### config.mk
export PLATFORM = sky130hd
export DESIGN_NAME = usph_div_cell
export DESIGN_NICKNAME = d
export VERILOG_FILES = /design/src/sv/usph_pkg.sv /design/src/sv/usph_div_cell.sv
export SDC_FILE = /design/constraint.sdc
export NUM_CORES = 1
export LEC_CHECK = 0
export ABC_AREA = 1
export BUFFER_PORTS_ARGS = -buffer_cell sky130_fd_sc_hd__buf_2
export CAP_MARGIN = 5
export CORE_AREA = 3 3 191 193
export CTS_CLUSTER_DIAMETER = 80
export DETAILED_ROUTE_END_ITERATION = 8
export DIE_AREA = 0 0 194 196
export GPL_ROUTABILITY_DRIVEN = 0
export GPL_TIMING_DRIVEN = 1
export PLACE_DENSITY_LB_ADDON = 0.05
export SETUP_SLACK_MARGIN = 0.02
export SYNTH_ARGS = -nofsm -noshare
export SYNTH_HDL_FRONTEND = slang
export SYNTH_SLANG_ARGS = --single-unit
### constraint.sdc
create_clock -name i_clk -period 2.2 [get_ports i_clk]
set_clock_uncertainty 0.15 [all_clocks]
set_input_delay 0 -clock i_clk [delete_from_list [all_inputs] [get_ports i_clk]]
set_output_delay 0 -clock i_clk [all_outputs]
set_load 0.005 [all_outputs]
### src/sv/usph_pkg.sv
`default_nettype none
package usph_pkg;

    localparam int MAX_SEGMENTS  = 1024;
    localparam int MAX_RINGS     = 1024;
    localparam int FRAC_BITS     = 14;
    localparam int CORDIC_STAGES = 16;
    localparam int CFG_W         = 11;
    localparam int IDX_W         = 20;
    localparam int DIV_STEPS     = 16;
    localparam int CORD_W        = 34;
    localparam int FIFO_DEPTH    = 32;
    localparam int FIFO_AW       = 5;
    localparam int CNT_W         = FIFO_AW + 1;
    localparam logic signed [CORD_W-1:0] CORDIC_X0 = 34'sd652032874;

    // register index on the configuration port
    localparam logic REG_SEGMENTS = 1'b0;
    localparam logic REG_RINGS    = 1'b1;

    typedef enum logic [1:0] {
        KIND_VERTEX = 2'd0,
        KIND_TRI    = 2'd1,
        KIND_REJECT = 2'd2
    } t_kind;

    typedef struct packed {
        logic [IDX_W-1:0] a;
        logic [IDX_W-1:0] b;
        logic [IDX_W-1:0] c;
    } t_tri;

    // per-item control and payload that rides along the pipeline
    typedef struct packed {
        logic             valid;
        logic             reject;
        logic             has_vtx;
        logic [1:0]       ntri;
        logic [IDX_W-1:0] vidx;
        t_tri             t1;
        t_tri             t2;
        logic [15:0]      tu;
        logic [15:0]      tv;
    } t_side;

    typedef struct packed {
        logic [11:0] rem;
        logic [15:0] w;
    } t_div_lane;

    typedef struct packed {
        logic signed [CORD_W-1:0] x;
        logic signed [CORD_W-1:0] y;
        logic signed [CORD_W-1:0] z;
        logic                     neg;
    } t_cord_lane;

    typedef struct packed {
        logic               reject;
        logic               has_vtx;
        logic [1:0]         ntri;
        logic [IDX_W-1:0]   vidx;
        logic signed [15:0] px;
        logic signed [15:0] py;
        logic signed [15:0] pz;
        logic [15:0]        tu;
        logic [15:0]        tv;
        t_tri               t1;
        t_tri               t2;
    } t_item;

    typedef struct packed {
        t_kind              kind;
        logic               last;
        logic [IDX_W-1:0]   vidx;
        logic signed [15:0] px;
        logic signed [15:0] py;
        logic signed [15:0] pz;
        logic [15:0]        tu;
        logic [15:0]        tv;
        logic [IDX_W-1:0]   ca;
        logic [IDX_W-1:0]   cb;
        logic [IDX_W-1:0]   cc;
    } t_result;

    // arctangent of 2^-k, full turn is 2^32
    function automatic logic [31:0] atan_val(input logic [4:0] k);
        logic [31:0] v;
        unique case (k)
            5'd0:  v = 32'h20000000;
            5'd1:  v = 32'h12E4051E;
            5'd2:  v = 32'h09FB385B;
            5'd3:  v = 32'h051111D4;
            5'd4:  v = 32'h028B0D43;
            5'd5:  v = 32'h0145D7E1;
            5'd6:  v = 32'h00A2F61E;
            5'd7:  v = 32'h00517C55;
            5'd8:  v = 32'h0028BE53;
            5'd9:  v = 32'h00145F2F;
            5'd10: v = 32'h000A2F98;
            5'd11: v = 32'h000517CC;
            5'd12: v = 32'h00028BE6;
            5'd13: v = 32'h000145F3;
            5'd14: v = 32'h0000A2FA;
            5'd15: v = 32'h0000517D;
            5'd16: v = 32'h000028BE;
            5'd17: v = 32'h0000145F;
            5'd18: v = 32'h00000A30;
            5'd19: v = 32'h00000518;
            5'd20: v = 32'h0000028C;
            5'd21: v = 32'h00000146;
            5'd22: v = 32'h000000A3;
            5'd23: v = 32'h00000051;
            5'd24: v = 32'h00000029;
            5'd25: v = 32'h00000014;
            5'd26: v = 32'h0000000A;
            5'd27: v = 32'h00000005;
            5'd28: v = 32'h00000003;
            5'd29: v = 32'h00000001;
            5'd30: v = 32'h00000001;
            5'd31: v = 32'h00000000;
        endcase
        return v;
    endfunction

endpackage
`default_nettype wire

### src/sv/usph_div_cell.sv
`default_nettype none
module usph_div_cell (
    input  wire logic               i_clk,
    input  wire logic               i_rst_n,
    input  wire logic [11:0]        i_du,
    input  wire logic [11:0]        i_dv,
    input  wire usph_pkg::t_side     i_side,
    input  wire usph_pkg::t_div_lane i_u,
    input  wire usph_pkg::t_div_lane i_v,
    output usph_pkg::t_side          o_side,
    output usph_pkg::t_div_lane      o_u,
    output usph_pkg::t_div_lane      o_v
);
    usph_pkg::t_side     r_side;
    usph_pkg::t_div_lane r_u;
    usph_pkg::t_div_lane r_v;
    usph_pkg::t_div_lane n_u;
    usph_pkg::t_div_lane n_v;
    logic [12:0]         t_u;
    logic [12:0]         t_v;
    logic                ge_u;
    logic                ge_v;

    // one restoring step per lane: shift in a numerator bit, try subtract
    always_comb begin
        t_u    = {i_u.rem, i_u.w[15]};
        t_v    = {i_v.rem, i_v.w[15]};
        ge_u   = t_u >= {1'b0, i_du};
        ge_v   = t_v >= {1'b0, i_dv};
        n_u.rem = ge_u ? 12'(t_u - {1'b0, i_du}) : t_u[11:0];
        n_v.rem = ge_v ? 12'(t_v - {1'b0, i_dv}) : t_v[11:0];
        n_u.w   = {i_u.w[14:0], ge_u};
        n_v.w   = {i_v.w[14:0], ge_v};
    end

    always_ff @(posedge i_clk) begin
        if (!i_rst_n) begin
            r_side.valid <= 1'b0;
        end else begin
            r_side <= i_side;
        end
    end

    always_ff @(posedge i_clk) begin
        r_u <= n_u;
        r_v <= n_v;
    end

    assign o_side = r_side;
    assign o_u    = r_u;
    assign o_v    = r_v;
endmodule
`default_nettype wire

=== Yosys cells after proc, flatten, opt, wreduce, memory -nomap -nowiden ===
Cells that the tools add are included.

* $add $sub $neg: 2
* $lt $le $gt $ge: 2
* Multiplexer cells: 2

{| class="wikitable"
|+ Operator list
! kind !! count
|-
| $ge 13x12->1 || 2
|-
| $mux 12 || 2
|-
| $sub 12x12->12 || 2
|}

* Register bits after elaboration: 233
* Output and inout bits: 233
* Word-level logic and storage cells: 23

=== Depth between registers and ports, before layout ===
* Depth after elaboration: 2
* Gate-level depth with buffers: 12
* Gate-level depth less buffers: 11

=== Least setup slack after synthesis ===
No wires, ideal clock.

* Kind: input to register
* Start point: in i_dv[8]
* End point: reg r_v (netlist bit o_v[22])
* Setup slack: 0.674 ns
* Data arrival time: 1.263 ns
* Cell stages on the path: 11
* Cells stage by stage: inv_1 ha_1 nand2_2 inv_1 nand2_2 nand2_2 a21oi_4 nand3_4 buf_12 nand2_2 nand2_1

{| class="wikitable"
|+ RTL lines
! item !! line !! source
|-
| start: declaration || usph_div_cell.sv:6 || <nowiki>input wire logic [11:0] i_dv,</nowiki>
|-
| end signal: assignment || usph_div_cell.sv:46 || <nowiki>r_v <= n_v;</nowiki>
|-
| end: declaration || usph_div_cell.sv:16 || <nowiki>usph_pkg::t_div_lane r_v;</nowiki>
|}

==> run summary <==
## Global routing
• vias in the first global route: 7996
• gr usage total: 16.4%
• number of antenna violations at the first check in global routing: 0
• maximum number of pins on one net before global-route repair: 57
• residual overflow from global routing: 0
• first-pass GRT wire length: 48300 µm

## STA
• number of setup violations in the final report: 0
• setup repair after global routing missed its margin: true
• Hold Fails Final Rpt: 0
• part of the cycle the worst path needs: 95.4%
• slew margin rel.: 72.6%
• maximum operating frequency: 477 MHz
• total count of max-transition violations in the final report: 0
• actual slew at the worst max-slew pin: 0.410 ns
• total negative slack: 0 ns
• hold_ws: 0.0336 ns
• minimum period implied by the final worst setup slack: 2.10 ns

## Cells and area
• post-layout utilization of the core: 44.9%
• ant diodes: 0
• NumNets Final: 1726
• Fill cells: 3353
• footprint of the multi-input gates: 0.00166 mm²
• count of placed standard cells in the final layout, fillers left out: 1916
• area overhead of the layout relative to synthesis: 84.7%
• share of final-layout standard cells stronger than drive strength 1: 39.7%
• area taken by flip-flops and latches: 0.00643 mm²

## Floorplan
• die height: 196 µm
• DIE AREA: 0.0380 mm²
• core box area: 0.0347 mm²
• Site Rows: 68
• top-level I/O count: 492
• width of the die: 194 µm
• initial core utilization: 24.3%

## Drt
• post-DR wirelength/cell: 17.2 µm
• Via Count: 7489
• total routed wirelength: 32900 µm
• count of routing violations after the opening detailed-route iteration: 191
• 1st-pass router iterations: 4
• vias per std cell: 3.91
• remaining antenna violation count after routing: 0
• post-route DRC violation count: 0

## Synth
• synthesized instance count: 605
• portion of the post-synthesis area used by sequential elements: 76.2%
• count of different cell masters after synthesis: 29
• cell area after synthesis: 0.00843 mm²
• Yosys top cell area share: 62.7%
• synthesized area per cell: 13.9 µm²
• dominant cell type by area after synthesis: sky130_fd_sc_hd__edfxtp_1
• Synth Warn #: 0
• Mapped Nets: 890
• share of synthesized registers carrying an async set or reset: 0%
• most area-consuming cells after synthesis: sky130_fd_sc_hd__edfxtp_1 (63%), sky130_fd_sc_hd__dfxtp_1 (14%), sky130_fd_sc_hd__nand2_1 (5.6%)
• number of enable-type register cells in the synthesized netlist: 176
• flip-flop and latch count after synthesis: 233
• Commonest cells post-synth: sky130_fd_sc_hd__edfxtp_1 (176), sky130_fd_sc_hd__nand2_1 (126), sky130_fd_sc_hd__inv_1 (90), sky130_fd_sc_hd__dfxtp_1 (57)
• count leader, synth: sky130_fd_sc_hd__edfxtp_1
• Top FF cell, synth: sky130_fd_sc_hd__edfxtp_1

## Flow run
• number of max-cap violations: 0

## Critical path
• Crit Path Max Fanout: 6
• endpoint required time on the critical path: 2.53 ns
• arrival time worst endpoint: 2.43 ns
• Critical Path Source: i_dv[8]
• Worst Path Class, Setup: primary input to flop
• Startpoint Class: primary input
• type of destination of the critical path: flop

## Power
• peak ir drop on the vdd network: 0.000516 V
• cell-internal power: 8.89 mW
• Pwr per Cell Area: 749 mW/mm²
• switching part of the total: 23.8%
• combinational power share: 15.8%
• switching power total: 2.77 mW
• sequential group share of total power: 44.7%
• Leakage Power: 7.19 nW
• share of power burned in the clock network: 39.4%

## CTS
• TritonCTS clock tree: yes
• count of clock tree sinks: 233
• Reg clk slew, reported paths: 0.06 ns
• CTS H-tree depth: 1
• CTS Buf Count: 28
• CTS root buffer: sky130_fd_sc_hd__clkbuf_16
• maximum clock insertion buffer count: 3

## Place
• half-perimeter wire length after detailed placement: 24900 µm
• Port Buffers: 491
• number of placed instances with taps included: 1552

## Min path
• type of the tightest min-delay check: primary input to flop
• launch point of the worst hold path: i_side[117]
• terminating pin of the worst hold path: o_side[117]
• worst hold path depth: 2

## Run status
• run status: finished clean

==> registers in the layout, indices dropped and copies added (netlist names) <==
signal	cells
o_side	177
o_v	28
o_u	28
==> logic make-up (layout without fill, tap and decap cells) <==
kind of cell,count (synthesis),count (layout),synth area share (%)
compound gates,22,22,1.71
xor+xnor,11,11,1.14
fa+ha+maj,26,26,4.04
buf+inv,95,951,4.62
flops,233,233,76.2
simple gates,218,218,12.3
==> per-stage QoR <==
| step | instance area (µm²) | worst slack [ns] | power [mW] |
|---|---|---|---|
| finish | 15600 | 0.102 | 11.7 |
| global route | 15600 | 0.0106 | 12.2 |
| CTS | 15500 | 0.0979 | 11.9 |
| detailed placement | 11500 | 0.213 | 6.71 |
| global placement | 11500 | 0.265 | 6.71 |
| floorplan | 8430 | 0.674 | 5.82 |
==> placed cells by master (no fill, tap or decap), drive strengths merged <==
cell	Yosys	routed
buf	4	498
o21ai	13	13
nand4	18	18
xor2	9	9
xnor2	2	2
nor3	4	4
nand3	33	33
inv	91	93
edfxtp	176	176
clkinv	0	5
nor2	24	24
a21oi	9	9
nand3b	4	4
bufinv	0	2
fa	2	2
dlygate4sd3	0	312
nand2	135	135
clkbuf	0	41
ha	24	24
dfxtp	57	57
==> worst max-delay path, stage by stage <==
cell and delay, ns:
sky130_fd_sc_hd__dlygate4sd3_1 0.53, sky130_fd_sc_hd__buf_2 0.12, sky130_fd_sc_hd__inv_1 0.06, sky130_fd_sc_hd__ha_2 0.31, sky130_fd_sc_hd__nand2_2 0.13, sky130_fd_sc_hd__inv_1 0.06, sky130_fd_sc_hd__nand2_2 0.06, sky130_fd_sc_hd__nand2_2 0.07
sky130_fd_sc_hd__a21oi_4 0.16, sky130_fd_sc_hd__buf_4 0.17, sky130_fd_sc_hd__nand4_1 0.09, sky130_fd_sc_hd__dlygate4sd3_1 0.58, sky130_fd_sc_hd__nand2_1 0.07
==> worst max path at each step <==
stage                     depth (start not counted)  slack (ns)       to
after floorplan                                  11        0.67  o_v[22]
after global placement                           11        0.27  o_u[23]
after detailed placement                         11        0.21  o_u[23]
after CTS                                         9         0.1  o_u[25]
after global routing                             11        0.01  o_u[25]
final                                            13        0.10  o_v[22]
==> final cells by class <==
| class | instances | area share (%) |
|---|---|---|
| sequential | 233 | 41.3 |
| timing repair buffer | 810 | 36.4 |
| multi-input combinational | 277 | 10.6 |
| clock buffer | 41 | 5.21 |
| tap | 455 | 3.66 |
| inverter | 91 | 2.19 |
| clock inverter | 9 | 0.675 |
==> per-layer routing <==
metal / vias to the layer above / GRT usage [%] / part of all wire (%)
li1: 3725 / - / -
met1: 3436 / 17.9 / 37
met2: 272 / 31.3 / 53
met3: 56 / 4.04 / 6.5
met4: 0 / 5.24 / 2.9
met5: - / 0 / 0
==> power by group through the flow <==
stage | logic, mW | clock network [mW] | registers, mW
floorplan | 0.438 | 0 | 5.39
global placement | 1.41 | 0 | 5.31
detailed placement | 1.40 | 0 | 5.31
CTS | 1.87 | 4.77 | 5.22
global route | 2.03 | 4.95 | 5.25
finish | 1.84 | 4.60 | 5.22
==> timing repair <==
action / CTS / global route
endpoints found under the setup margin: 0 / 11
hold endpoints to repair: 408 / 0
gates resized for setup: 0 / 11
buffers inserted: 0 / 2
hold buffers: 312 / 0
No activity file was read; power rests on OpenSTA's default activity.
