**src/sv/usph_pkg.sv**
```systemverilog
`default_nettype none
package usph_pkg;

    localparam int MAX_SEGMENTS  = 1024;
    localparam int MAX_RINGS     = 1024;
    localparam int FRAC_BITS     = 14;
    localparam int CORDIC_STAGES = 16;
    localparam int CFG_W         = 11;
    localparam int IDX_W         = 20;
    localparam int DIV_STEPS     = 16;
    localparam int CORD_W        = 34;
    localparam int FIFO_DEPTH    = 32;
    localparam int FIFO_AW       = 5;
    localparam int CNT_W         = FIFO_AW + 1;
    localparam logic signed [CORD_W-1:0] CORDIC_X0 = 34'sd652032874;

    // register index on the configuration port
    localparam logic REG_SEGMENTS = 1'b0;
    localparam logic REG_RINGS    = 1'b1;

    typedef enum logic [1:0] {
        KIND_VERTEX = 2'd0,
        KIND_TRI    = 2'd1,
        KIND_REJECT = 2'd2
    } t_kind;

    typedef struct packed {
        logic [IDX_W-1:0] a;
        logic [IDX_W-1:0] b;
        logic [IDX_W-1:0] c;
    } t_tri;

    // per-item control and payload that rides along the pipeline
    typedef struct packed {
        logic             valid;
        logic             reject;
        logic             has_vtx;
        logic [1:0]       ntri;
        logic [IDX_W-1:0] vidx;
        t_tri             t1;
        t_tri             t2;
        logic [15:0]      tu;
        logic [15:0]      tv;
    } t_side;

    typedef struct packed {
        logic [11:0] rem;
        logic [15:0] w;
    } t_div_lane;

    typedef struct packed {
        logic signed [CORD_W-1:0] x;
        logic signed [CORD_W-1:0] y;
        logic signed [CORD_W-1:0] z;
        logic                     neg;
    } t_cord_lane;

    typedef struct packed {
        logic               reject;
        logic               has_vtx;
        logic [1:0]         ntri;
        logic [IDX_W-1:0]   vidx;
        logic signed [15:0] px;
        logic signed [15:0] py;
        logic signed [15:0] pz;
        logic [15:0]        tu;
        logic [15:0]        tv;
        t_tri               t1;
        t_tri               t2;
    } t_item;

    typedef struct packed {
        t_kind              kind;
        logic               last;
        logic [IDX_W-1:0]   vidx;
        logic signed [15:0] px;
        logic signed [15:0] py;
        logic signed [15:0] pz;
        logic [15:0]        tu;
        logic [15:0]        tv;
        logic [IDX_W-1:0]   ca;
        logic [IDX_W-1:0]   cb;
        logic [IDX_W-1:0]   cc;
    } t_result;

    // arctangent of 2^-k, full turn is 2^32
    function automatic logic [31:0] atan_val(input logic [4:0] k);
        logic [31:0] v;
        unique case (k)
            5'd0:  v = 32'h20000000;
            5'd1:  v = 32'h12E4051E;
            5'd2:  v = 32'h09FB385B;
            5'd3:  v = 32'h051111D4;
            5'd4:  v = 32'h028B0D43;
            5'd5:  v = 32'h0145D7E1;
            5'd6:  v = 32'h00A2F61E;
            5'd7:  v = 32'h00517C55;
            5'd8:  v = 32'h0028BE53;
            5'd9:  v = 32'h00145F2F;
            5'd10: v = 32'h000A2F98;
            5'd11: v = 32'h000517CC;
            5'd12: v = 32'h00028BE6;
            5'd13: v = 32'h000145F3;
            5'd14: v = 32'h0000A2FA;
            5'd15: v = 32'h0000517D;
            5'd16: v = 32'h000028BE;
            5'd17: v = 32'h0000145F;
            5'd18: v = 32'h00000A30;
            5'd19: v = 32'h00000518;
            5'd20: v = 32'h0000028C;
            5'd21: v = 32'h00000146;
            5'd22: v = 32'h000000A3;
            5'd23: v = 32'h00000051;
            5'd24: v = 32'h00000029;
            5'd25: v = 32'h00000014;
            5'd26: v = 32'h0000000A;
            5'd27: v = 32'h00000005;
            5'd28: v = 32'h00000003;
            5'd29: v = 32'h00000001;
            5'd30: v = 32'h00000001;
            5'd31: v = 32'h00000000;
        endcase
        return v;
    endfunction

endpackage
`default_nettype wire

```
**src/sv/usph_cordic_cell.sv**
```systemverilog
`default_nettype none
module usph_cordic_cell (
    input  wire logic                i_clk,
    input  wire logic                i_rst_n,
    input  wire logic [4:0]          i_stage,
    input  wire usph_pkg::t_side      i_side,
    input  wire usph_pkg::t_cord_lane i_u,
    input  wire usph_pkg::t_cord_lane i_v,
    output usph_pkg::t_side           o_side,
    output usph_pkg::t_cord_lane      o_u,
    output usph_pkg::t_cord_lane      o_v
);
    usph_pkg::t_side      r_side;
    usph_pkg::t_cord_lane r_u;
    usph_pkg::t_cord_lane r_v;
    usph_pkg::t_cord_lane n_u;
    usph_pkg::t_cord_lane n_v;
    logic signed [usph_pkg::CORD_W-1:0] at;

    function automatic usph_pkg::t_cord_lane rot(
        input usph_pkg::t_cord_lane l,
        input logic [4:0] k,
        input logic signed [usph_pkg::CORD_W-1:0] a
    );
        usph_pkg::t_cord_lane r;
        logic signed [usph_pkg::CORD_W-1:0] dx;
        logic signed [usph_pkg::CORD_W-1:0] dy;
        dx    = l.y >>> k;
        dy    = l.x >>> k;
        r.neg = l.neg;
        if (!l.z[usph_pkg::CORD_W-1]) begin
            r.x = l.x - dx;
            r.y = l.y + dy;
            r.z = l.z - a;
        end else begin
            r.x = l.x + dx;
            r.y = l.y - dy;
            r.z = l.z + a;
        end
        return r;
    endfunction

    // one micro-rotation on both angle lanes
    always_comb begin
        at  = signed'({2'b00, usph_pkg::atan_val(i_stage)});
        n_u = rot(i_u, i_stage, at);
        n_v = rot(i_v, i_stage, at);
    end

    always_ff @(posedge i_clk) begin
        if (!i_rst_n) begin
            r_side.valid <= 1'b0;
        end else begin
            r_side <= i_side;
        end
    end

    always_ff @(posedge i_clk) begin
        r_u <= n_u;
        r_v <= n_v;
    end

    assign o_side = r_side;
    assign o_u    = r_u;
    assign o_v    = r_v;
endmodule
`default_nettype wire

```
**config.mk**
```make
export PLATFORM = sky130hd
export DESIGN_NAME = usph_cordic_cell
export DESIGN_NICKNAME = d
export VERILOG_FILES = /design/src/sv/usph_pkg.sv /design/src/sv/usph_cordic_cell.sv
export SDC_FILE = /design/constraint.sdc
export NUM_CORES = 1
export LEC_CHECK = 0
export ABC_CLOCK_PERIOD_IN_PS = 6200
export BUFFER_PORTS_ARGS = -buffer_cell sky130_fd_sc_hd__buf_2
export CORE_AREA = 4 4 299 301
export DETAILED_ROUTE_END_ITERATION = 10
export DIE_AREA = 0 0 303 305
export GPL_TIMING_DRIVEN = 0
export PLACE_DENSITY_LB_ADDON = 0.08
export SLEW_MARGIN = 5
export SYNTH_ARGS = -nofsm -noshare
export SYNTH_HDL_FRONTEND = slang
export SYNTH_SLANG_ARGS = --single-unit
```
**constraint.sdc**
```tcl
create_clock -name i_clk -period 6.2 [get_ports i_clk]
set_input_delay 0 -clock i_clk [delete_from_list [all_inputs] [get_ports i_clk]]
set_output_delay 0 -clock i_clk [all_outputs]
set_load 0.02 [all_outputs]
```
Yosys cells after proc, flatten, opt, wreduce, memory -nomap -nowiden
Memory sizes are Yosys's and may differ from the RTL's.
Index checks and enable logic that the tools add are counted.
{"block": "totals", "output_inout_bits": 383, "register_bits": 383, "word_cells": 40, "romBits": 960, "ramBits": 0, "inputBits": 390, "latch_bits": 0, "memories": 1}
{"name": "(no name shown)", "words": 32, "width": 30, "read_ports": 1, "rd_ports_with_merged_regs": 0, "wr": 0, "line_no": "usph_pkg.sv:89", "text": "unique case (k)"}
{"block": "op_classes", "n_reduce_logical": 0, "eq_ne": 0, "n_shift": 4, "mul": 0, "muxes": 2, "add_sub_neg": 12, "n_lt_le_gt_ge": 0, "bitwise": 0, "n_div": 0}
{"op": "102-bit 2-to-1 mux", "count": 2}
{"op": "34-bit adder", "count": 4}
{"op": "34-bit by 5-bit >>> shifter with 34-bit output", "count": 4}
{"op": "34-bit subtractor", "count": 4}
{"op": "34-bit by 33-bit adder with 34-bit output", "count": 2}
{"op": "34-bit by 33-bit subtractor with 34-bit output", "count": 2}

Logic depth before layout (Yosys ltp)
{"block": "logic_depth", "depth_word": 3, "depth_mapped": 31, "depth_no_buf": 24}

Least setup slack after synthesis
Ideal clock, no wire load.
{"block": "synth_timing", "kind": "input -> register", "start": "in i_stage[1]", "end": "reg r_v (netlist bit o_v[33])", "n_path_buf": 6, "t_required_ns": 6.128, "slack_ns": 0.124, "t_arrival_ns": 6.003, "setup_time_ns": 0.072, "path_stages": 26, "cell_sequence": "buf_2 -> inv_2 -> buf_2 -> buf_2 -> buf_6 -> clkbuf_1 -> buf_6 -> ha_1 -> nor2b_1 -> a21oi_1 -> a21oi_1 -> a221oi_1 -> ha_1 -> nor2_1 -> a21oi_1 -> fa_1 -> a211oi_1 -> nor2_1 -> o311ai_0 -> a31oi_1 -> a311oi_1 -> a21oi_1 -> o41ai_1 -> o31ai_1 -> o41ai_1 -> xnor2_1"}
{"item": "from (decl)", "line_no": "usph_cordic_cell.sv:5", "text": "input wire logic [4:0] i_stage,"}
{"item": "to (signal assigned)", "line_no": "usph_cordic_cell.sv:60", "text": "r_v <= n_v;"}
{"item": "to (decl)", "line_no": "usph_cordic_cell.sv:15", "text": "usph_pkg::t_cord_lane r_v;"}

==> metrics.txt <==
outcome finished with violations; failing checks capacitance limit, slew limit, setup timing; crit start category input pin; initial antenna violation count 20; Port Buffers 768; Post-Route WL a little under 200 mm; Fillers between 8000 and 9000; drt drc 0; final core occ 0.517; Tot GR Track Use 0.398; peak supply drop 0.294 mV; area of the multi-input gates approximately 23000 um2; final worst setup slack -0.106 ns; Netlist cell types between 100 and 150; CP cell instances buf_4 > buf_4 > buf_4 > buf_4 > buf_4 > clkbuf_4 > buf_4 > buf_2 > clkbuf_2 > o22ai_1 > a22oi_1 > o21ai_0 > mux2i_1 > ha_1 > and3_1 > and4_1 > o211ai_1 > a31oi_2 > o31a_1 > a21o_1 > a21oi_1 > nor2_1 > mux2_2 > a221oi_1; Via density around 6.2; # setup viols final 5; DR pass1 iterations 9; gr busiest metal met2; WHS 0.0247 ns; fmax between 150 and 200 MHz; EDFF count, synth ~180; Slew Limit Headroom -0.0211; Pleak ~19 nW; area post-placement around 40000 um2; Critical Path Max Stage Delay between 0.4 and 0.5 ns; worst slew pin tran roughly 1.5 ns; register area share after synthesis 0.278; DRT antenna net count 0; Hold EP o_v[22]; crit-path max FO 10; Crit Path Class input pin to flop; CP Buf/Inv Count 9; syn nets around 4100; Worst Hold Path Cells 3; Synth Warn # 0; Cell Area, Synth ~34000 um2; Hold Vio Cnt, Final 0; Synth top area share 0.156; synth top area cells edfxtp_1, dfxtp_1, mux4_2; GR met1 Demand/Resource 0.476; M3 GR Usage 0.151; Post-DP HPWL about 150 mm; GR Overflow Total 0; crit share post-route 1.02; top-level I/O count between 700 and 800; dominant synthesized flop cell dfxtp_1; critical path required time about 6.7 ns; critical path's top delay family buffers and inverters; CTS buffer count 43; Initial Utilization 0.392; initial drt markers just under 4000; die width about 300 um; Core ar. 86600 um2; Mapped Cells about 3500; H-tree depth 2; final-report max-slew violation count 15; Register Area approximately 9400 um2; Slowest cell on crit path buf_2; pwr dens ~280 nW/um2; Hold Crit Class input pin to flop; asr flop ratio synth 0; vias post-DR around 37000; Final nets 5304; Clock transition at path regs around 0.070 ns; Setup crit end kind flop; RePlAce Congestion approximately 1.1; routed len/inst about 33 um; met2 Use GR 0.622; synth-to-layout area growth 32.0%; share of layout cells above drive strength 1 0.282; FF+latch count, synth approximately 380; CTS root buf clkbuf_16; Max-Cap Viols 2; Die Ht between 300 and 400 um; die area about 92000 um2; clock sink total 383; Synth area leader edfxtp_1; Bufs on Longest Clock Path 3; global-route wire length before repair between 200 and 300 mm; vias in the first global route between 30000 and 40000; Post-Layout Inst Area 44800 um2; Power Total about 0.012 W; CTS tree built; Mapped Avg Cell Area roughly 9.6 um2; Top cell by count, worst path buf_4; startpoint of the worst hold path i_v[22]; pin count of the biggest net entering global routing between 100 and 150; worst path arrival time between 6 and 7 ns; fin crit period 6.31 ns; dpl ws -2.85 ns; # rows between 100 and 150
how the worst max path moves through the flow:
stage,from,to,cells past startpoint
finish,i_stage[2],o_v[28],24
global route,i_stage[3],o_u[68],28
CTS,i_stage[2],o_u[101],23
detailed placement,i_stage[1],o_v[33],27
global placement,i_stage[1],o_v[33],27
floorplan,i_stage[1],o_v[33],26
layout by cell type, fill, tap and decap left out, types with 166 or more instances in the layout:
cell / Yosys / final
dlygate4sd3_1: 1 / 359
buf_2: 45 / 792
mux4_2: 166 / 166
ha_1: 211 / 211
nor2_1: 309 / 305
dfxtp_1: 207 / 207
xnor2_1: 214 / 213
o21ai_0: 170 / 168
nand2_1: 255 / 255
a21oi_1: 288 / 283
edfxtp_1: 176 / 176
report_power, final:
part           internal, W  switching, W
Sequential         0.00331      0.000161
Clock              0.00149       0.00109
Combinational      0.00235       0.00398
layer usage:
| layer | up-vias | share of wire |
|---|---|---|
| met5 | - | 0.00073 |
| met4 | 14 | 0.061 |
| met3 | 586 | 0.12 |
| met2 | 2508 | 0.44 |
| met1 | 17971 | 0.38 |
| li1 | 15742 | - |
cell usage after synthesis (11+ instances only):
cell type	n
a21oi_1	288
buf_1	17
or2_2	16
and2_1	46
nor2_1	309
nand4_1	18
o31ai_1	12
buf_6	30
buf_2	45
xor2_1	93
mux4_2	166
mux4_1	12
inv_1	82
or3_1	11
edfxtp_1	176
a21boi_0	20
a211oi_1	58
nand3_1	66
o21ai_0	170
a22oi_1	13
a31oi_1	63
nor3_1	52
a221oi_1	16
nand2b_1	45
and3_1	43
buf_4	19
ha_1	211
nor2b_1	29
mux2i_1	143
and4_1	14
clkbuf_1	57
o22ai_1	33
nand2_1	255
o21bai_1	27
xnor2_1	214
o211ai_1	29
a21o_1	80
o21a_1	37
dfxtp_1	207
mux2_2	79
final cells by class:
cell class,instances,area share
sequential,383,0.210
buffer,179,0.0302
inverter,86,0.00746
clock buffer,56,0.0267
timing repair buffer,1138,0.168
multi-input combinational,2866,0.519
tap,1155,0.0323
clock inverter,22,0.00494
antenna,14,0.000782
per-stage QoR:
stage / instances / TNS, ns
finish: 5899 / -0.280
global route: 5893 / -0.0759
CTS: 5883 / 0
detailed placement: 5443 / -177.56
global placement: 5442 / -180.99
floorplan: 3519 / 0
flip-flops by register name, indices dropped and copies added, names as in the netlist:
signal,count
o_side,177
o_u,103
o_v,103
cell families (layout without fill, tap and decap cells):
kind of cell | Yosys count | after routing | synth area share
AOI/OAI and AO/OA | 984 | 984 | 0.189
xor gates and xnor gates | 307 | 307 | 0.0792
adders and majority gates | 217 | 217 | 0.0813
buffers and inverters | 270 | 1481 | 0.0458
DFF | 383 | 383 | 0.278
muxes | 402 | 402 | 0.189
other | 0 | 14 | 0
and+or+nand+nor | 956 | 956 | 0.137
timing repair:
| item | 4_1_cts | 5_1_grt |
|---|---|---|
| resized for setup | 79 | 76 |
| hold buffers | 358 | 0 |
| pin swaps | 2 | 6 |
| setup endpoints to repair | 107 | 44 |
| endpoints found under the hold margin | 401 | 0 |
| setup buffers | 4 | 7 |
(Power assumes the default switching activity.)
